## src/hw/rtl/qte_pkg.sv

```systemverilog
// ----------------------------------------------------------------------------
// qte_pkg: shared types and constants for the quaternion to Euler converter
// Widths, CORDIC arctangent table and the structs passed between the
// front end, the square root cells and the CORDIC cells.
// ----------------------------------------------------------------------------
package qte_pkg;

    // default number of CORDIC rotations per angle (range 12..32)
    localparam int CORDIC_STAGES_DEF = 24;

    // product width after the Q30 floor shift, and width of the term sums
    localparam int PW    = 35;
    localparam int SUM_W = 37;

    // square root radicand / root working width, one cell per result bit
    localparam int RAD_W       = 62;
    localparam int SQRT_STAGES = 31;

    // CORDIC working widths: vector components and Q30 angle
    localparam int CW = 40;
    localparam int ZW = 34;

    localparam longint ONE_Q30 = 64'sd1073741824;
    localparam logic signed [ZW-1:0] HALF_PI_Q30 = ZW'(64'sd1686629713);

    // 57.3 * 100 degrees per radian, and output limits
    localparam int SCALE_W = 13;
    localparam logic [SCALE_W-1:0] CENTIDEG_SCALE = SCALE_W'(5730);
    localparam logic [15:0] LIM_ANGLE = 16'd18000;
    localparam logic [15:0] LIM_PITCH = 16'd9000;

    // atan(2^-i) in Q30 radians, truncated
    localparam logic [31:0] ATAN_TAB [32] = '{
        32'h3243F6A8, 32'h1DAC6705, 32'h0FADBAFC, 32'h07F56EA6,
        32'h03FEAB76, 32'h01FFD55B, 32'h00FFFAAA, 32'h007FFF55,
        32'h003FFFEA, 32'h001FFFFD, 32'h000FFFFF, 32'h0007FFFF,
        32'h0003FFFF, 32'h0001FFFF, 32'h0000FFFF, 32'h00007FFF,
        32'h00003FFF, 32'h00001FFF, 32'h00000FFF, 32'h000007FF,
        32'h000003FF, 32'h000001FF, 32'h000000FF, 32'h0000007F,
        32'h0000003F, 32'h0000001F, 32'h0000000F, 32'h00000008,
        32'h00000004, 32'h00000002, 32'h00000001, 32'h00000000
    };

    // front end result: radicand for the cosine plus the atan2 operands
    typedef struct packed {
        logic                    vld;
        logic [RAD_W-1:0]        rad;
        logic signed [31:0]      s;
        logic signed [SUM_W-1:0] ry;
        logic signed [SUM_W-1:0] rx;
        logic signed [SUM_W-1:0] yy;
        logic signed [SUM_W-1:0] yx;
    } front_t;

    // operands riding alongside the square root chain
    typedef struct packed {
        logic signed [31:0]      s;
        logic signed [SUM_W-1:0] ry;
        logic signed [SUM_W-1:0] rx;
        logic signed [SUM_W-1:0] yy;
        logic signed [SUM_W-1:0] yx;
    } side_t;

    // digit-by-digit square root state
    typedef struct packed {
        logic [RAD_W-1:0] rem;
        logic [RAD_W-1:0] root;
    } sqrt_t;

    // one CORDIC lane: vector, accumulated angle, zero-vector mark
    typedef struct packed {
        logic signed [CW-1:0] x;
        logic signed [CW-1:0] y;
        logic signed [ZW-1:0] z;
        logic                 zero;
    } lane_t;

endpackage

```

## src/hw/rtl/qte_cordic_cell.sv

```systemverilog
// ----------------------------------------------------------------------------
// qte_cordic_cell: one vectoring CORDIC rotation
// Rotates toward y = 0 by atan(2^-IDX) and accumulates the angle.
// ----------------------------------------------------------------------------
module qte_cordic_cell
    import qte_pkg::*;
#(
    parameter int IDX = 0
)
(
    input  logic  clk,
    input  logic  en,
    input  lane_t in_l,
    output lane_t out_l
);

    localparam logic signed [ZW-1:0] ANG = ZW'(ATAN_TAB[IDX]);

    lane_t                out_reg;
    lane_t                out_next;
    logic signed [CW-1:0] x_in, y_in, xs, ys;
    logic signed [ZW-1:0] z_in;

    assign x_in = in_l.x;
    assign y_in = in_l.y;
    assign z_in = in_l.z;
    assign xs   = x_in >>> IDX;
    assign ys   = y_in >>> IDX;

    // rotation direction from the sign of y
    always_comb
    begin
        out_next.zero = in_l.zero;
        if (y_in > 0)
        begin
            out_next.x = x_in + ys;
            out_next.y = y_in - xs;
            out_next.z = z_in + ANG;
        end
        else
        begin
            out_next.x = x_in - ys;
            out_next.y = y_in + xs;
            out_next.z = z_in - ANG;
        end
    end

    always_ff @(posedge clk)
    begin
        if (en)
        begin
            out_reg <= out_next;
        end
    end

    assign out_l = out_reg;

endmodule

```

## config.mk

```make
export PLATFORM = sky130hd
export DESIGN_NAME = qte_cordic_cell
export DESIGN_NICKNAME = d
export VERILOG_FILES = /design/src/hw/rtl/qte_pkg.sv /design/src/hw/rtl/qte_cordic_cell.sv
export SDC_FILE = /design/constraint.sdc
export NUM_CORES = 1
export LEC_CHECK = 0
export ABC_AREA = 0
export BUFFER_PORTS_ARGS = -buffer_cell sky130_fd_sc_hd__buf_2
export CORE_MARGIN = 5
export CORE_UTILIZATION = 38
export DETAILED_ROUTE_END_ITERATION = 10
export GPL_TIMING_DRIVEN = 0
export PLACE_DENSITY = 0.66
export SYNTH_ARGS = -nofsm -noshare
export SYNTH_HDL_FRONTEND = slang
export SYNTH_SLANG_ARGS = --single-unit
```

## constraint.sdc

```tcl
create_clock -name clk -period 4.2 [get_ports clk]
set_clock_uncertainty 0.1 [all_clocks]
set_input_delay 0 -clock clk [delete_from_list [all_inputs] [get_ports clk]]
set_output_delay 0 -clock clk [all_outputs]
set_load 0.05 [all_outputs]
```

* Word level (Yosys, flattened, before mapping)
Index checks and enable logic that the tools add are counted. W data, S select, Z words.
Operators by class: muxes and demuxes 1, add/sub/neg operators 5, $lt $le $gt $ge 1
Operators by type and width (number):
- $mux W114 | 1
- $sub A40 B40 Y40 | 2
- $add A40 B40 Y40 | 1
- $gt A40 B1 Y1 const B | 1
- $add A34 B31 Y34 const B | 1
- $sub A34 B31 Y34 const B | 1
Storage, ports and cells: input port bits 117, logic and storage cells 11, output and inout port bits 115, register bits 115

* Logic depth before layout (Yosys ltp)
depth in word-level cells 2, gate-level depth with buffers 16, mapped depth without buffers 14

* Least setup slack after synthesis
Ideal clock, no wire load.
path type input -> register, from in in_l[37] (netlist bit), to reg out_reg, in the netlist out_l[33] (data pin), stages on the path 16, data arrival time 4024 ps, path buffers 3, required time 3842 ps, slack -182 ps, library setup time 258 ps, cell sequence nor4_1 > nand4_1 > o31ai_1 > clkbuf_1 > buf_2 > buf_1 > ha_1 > a21o_1 > o21bai_1 > a31oi_1 > a21oi_1 > o41ai_4 > o31ai_1 > or4b_1 > a31oi_1 > xnor2_1
RTL lines:
- from (decl) | RTL line qte_cordic_cell.sv:13 | input lane_t in_l,
- to (signal assigned) | RTL line qte_cordic_cell.sv:52 | out_reg <= out_next;
- to (decl) | RTL line qte_cordic_cell.sv:19 | lane_t out_reg;

==> run_results.csv <==
group,metric,value,unit
floorplan,die-area,35900,um^2
worst_setup_path,crit_start,"in_l[57]",
sta,rsz0062_at_grt,"no",
placement,dp_hpwl,36.6,mm
worst_setup_path,start_kind,"input pin",
worst_setup_path,worstSetupPathType,"in -> reg",
clocking,cts_tree,"built",
worst_setup_path,path_cells,"buf_2 -> nor4_4 -> nand4_1 -> o31ai_4 -> buf_8 -> buf_12 -> ha_1 -> a21o_1 -> o21bai_1 -> a31oi_1 -> a21oi_1 -> o41ai_4 -> o31ai_1 -> or4b_1 -> a31oi_1 -> xnor2_1",
yosys,syn_nets,1740,
clocking,htreeDepth,4,
power,peakVddDrop,0.000266,V
grt,grt_max_degree,72,
floorplan,ios,232,
power,p_leak,6.57,nW
floorplan,die_w,190,um
floorplan,start_util,0.386,
sta,hold_violations,0,
floorplan,core_area,31700,um^2
run_status,status,"finished clean",
yosys,ys_ff_latch,114,
route,via_per_inst,5.75,
worst_setup_path,worst_ep_arrival_time,4.05,ns
grt,grt_usage,0.247,
final_layout,nets,2028,
sta,hold_ws,0.0184,ns
final_layout,utilization,0.472,
yosys,yosysSeqAreaShare,0.280,
yosys,yosys_warnings,0,
hold_path,hold_start,"in_l[31]",
grt,grt_pass1_wl,69.3,mm
yosys,avgSynthCellArea,8.31,um^2
worst_setup_path,cp_slowest_cell,"or4b_1",
hold_path,hp-class,"in -> reg",
clocking,cts.path.max_buffers,2,
route,dr.pass1.iters,5,
sta,slew_violations,0,
route,route.detailed.drc,0,
placement,port-buffer-count,231,
final_layout,drive_gt1_frac,0.170,
worst_setup_path,crit_fanout,24,
yosys,synth_edf_count,114,
placement,place_congestion,0.971,
sta,min_period,3.97,ns
power,finalPower,5.52,mW
yosys,synthArstFlopShare,0,
clocking,root_buffer,"clkbuf_16",
job,drv_cap,0,
grt,overflow,0,
grt,grt_pass1_vias,12300,
grt,antenna_found_initial,1,
sta,slew_headroom,0.313,
worst_setup_path,cpMostUsedCell,"a31oi_1",
route,avgRoutedWirePerCell,21.1,um
clocking,numCtsBuffers,17,
route,vias,12500,
final_layout,area_growth,22.3,%
floorplan,num_rows,65,
worst_setup_path,critPathRequiredTime,4.29,ns
power,power.density,368,nW/um^2
yosys,synthDistinctLibCells,77,
worst_setup_path,setup.worst_path.end_class,"flop",
yosys,ys.flop_type,"edfxtp_1",
worst_setup_path,cpPeakStageDelay,0.51,ns
clocking,cts.sinks,114,
clocking,clkSlewWorstSetupHoldPaths,0.06,ns
route,drtAntennaViolNets,0,
sta,worst_pin_slew,1.03,ns
sta,clock.fmax,252,MHz
route,drtIter0Drc,1112,
sta,post-route-period-util,0.944,
sta,setup_violations,0,
route,wl,46.0,mm
final_layout,largest_reg_flops,114,
floorplan,fp.dieH,190,um
yosys,synthCells,1473,
yosys,netlist_area,12200,um^2
[per-stage QoR]
step | area [um^2] | cells | setup WS [ns] | setup TNS [ns]
global placement | 13900 | 2106 | -1.84 | -25.90
detailed placement | 13900 | 2107 | -1.66 | -20.12
floorplan | 12200 | 1473 | 0.173 | 0
finish | 15000 | 2176 | 0.235 | 0
CTS | 14900 | 2168 | 0.000589 | 0
global route | 15000 | 2176 | 0.00125 | 0
[power by group]
group	switching [mW]	internal, mW
logic	1.78	0.732
clock network	0.530	0.920
registers	0.0427	1.51
[synthesized netlist by cell type (14+ instances only)]
cell,instances,share of area
a211oi_1,18,0.011
a21o_1,47,0.029
a21oi_1,173,0.071
a31oi_1,16,0.0082
clkbuf_1,44,0.013
edfxtp_1,114,0.28
ha_1,146,0.15
inv_1,110,0.034
mux2i_1,16,0.013
nand2_1,100,0.031
nand2b_1,17,0.0087
nand3_1,23,0.0094
nand4_1,23,0.012
nor2_1,108,0.033
nor2b_1,28,0.014
nor3_1,38,0.016
nor4_1,14,0.0072
o21a_1,18,0.011
o21ai_0,80,0.033
o21ai_1,45,0.018
o21bai_1,27,0.017
xnor2_1,78,0.056
xor2_1,28,0.020
[repair_timing]
action,in CTS,in global routing
resized for setup,15,7
endpoints found under the hold margin,50,0
hold buffers,32,0
pin swaps,1,5
gates cloned,0,0
setup endpoints to repair,17,6
buffers inserted,0,7
[logic make-up (layout without fill, tap and decap cells)]
kind of cell,after synthesis,after routing,synth area share
buf+inv,182,482,0.0570
xor+xnor,106,106,0.0758
mux,16,16,0.0131
flops,114,114,0.280
fa+ha+maj,150,150,0.156
compound gates,514,514,0.264
other cells,0,1,0
simple gates,391,391,0.155
[final timing paths]
kind	end	slack, ns	depth (start not counted)
min	out_l[31]	0.02	3
max	out_l[33]	0.23	16
[cells in the final DEF, fill, tap and decap left out, types with 23 or more instances in the layout]
cell / instances
nand3_1: 23
clkbuf_1: 44
edfxtp_1: 114
a21o_1: 47
o21bai_1: 27
a21oi_1: 172
dlygate4sd3_1: 32
o21ai_1: 45
o21ai_0: 80
nand4_1: 23
inv_1: 109
xnor2_1: 78
xor2_1: 28
nor2_1: 108
nand2_1: 100
buf_2: 238
ha_1: 146
nor3_1: 38
nor2b_1: 28
[routing by layer]
metal / vias up / GRT usage / part of all wire
met5: - / 0 / 0
met4: 0 / 0.104 / 0.042
met3: 116 / 0.0533 / 0.078
met2: 592 / 0.402 / 0.45
met1: 5847 / 0.320 / 0.43
li1: 5956 / - / -
[final cells by class]
type                    instances  area, um^2
fillers                      3160       16700
clock inverters                11         139
inverters                     120         453
diodes                          1        2.50
clock buffers                  20         437
repair buffers                271        1560
plain buffers                  60         288
well taps                     402         503
flip-flops and latches        114        3420
multi-input cells            1177        8180
[worst max-delay path, delay by kind of cell]
family,cells,cell delay [ns]
xor+xnor,1,0.10
fa+ha+maj,1,0.33
buf+inv,3,0.56
compound gates,8,1.85
simple gates,3,1.21
(Power assumes the default switching activity.)
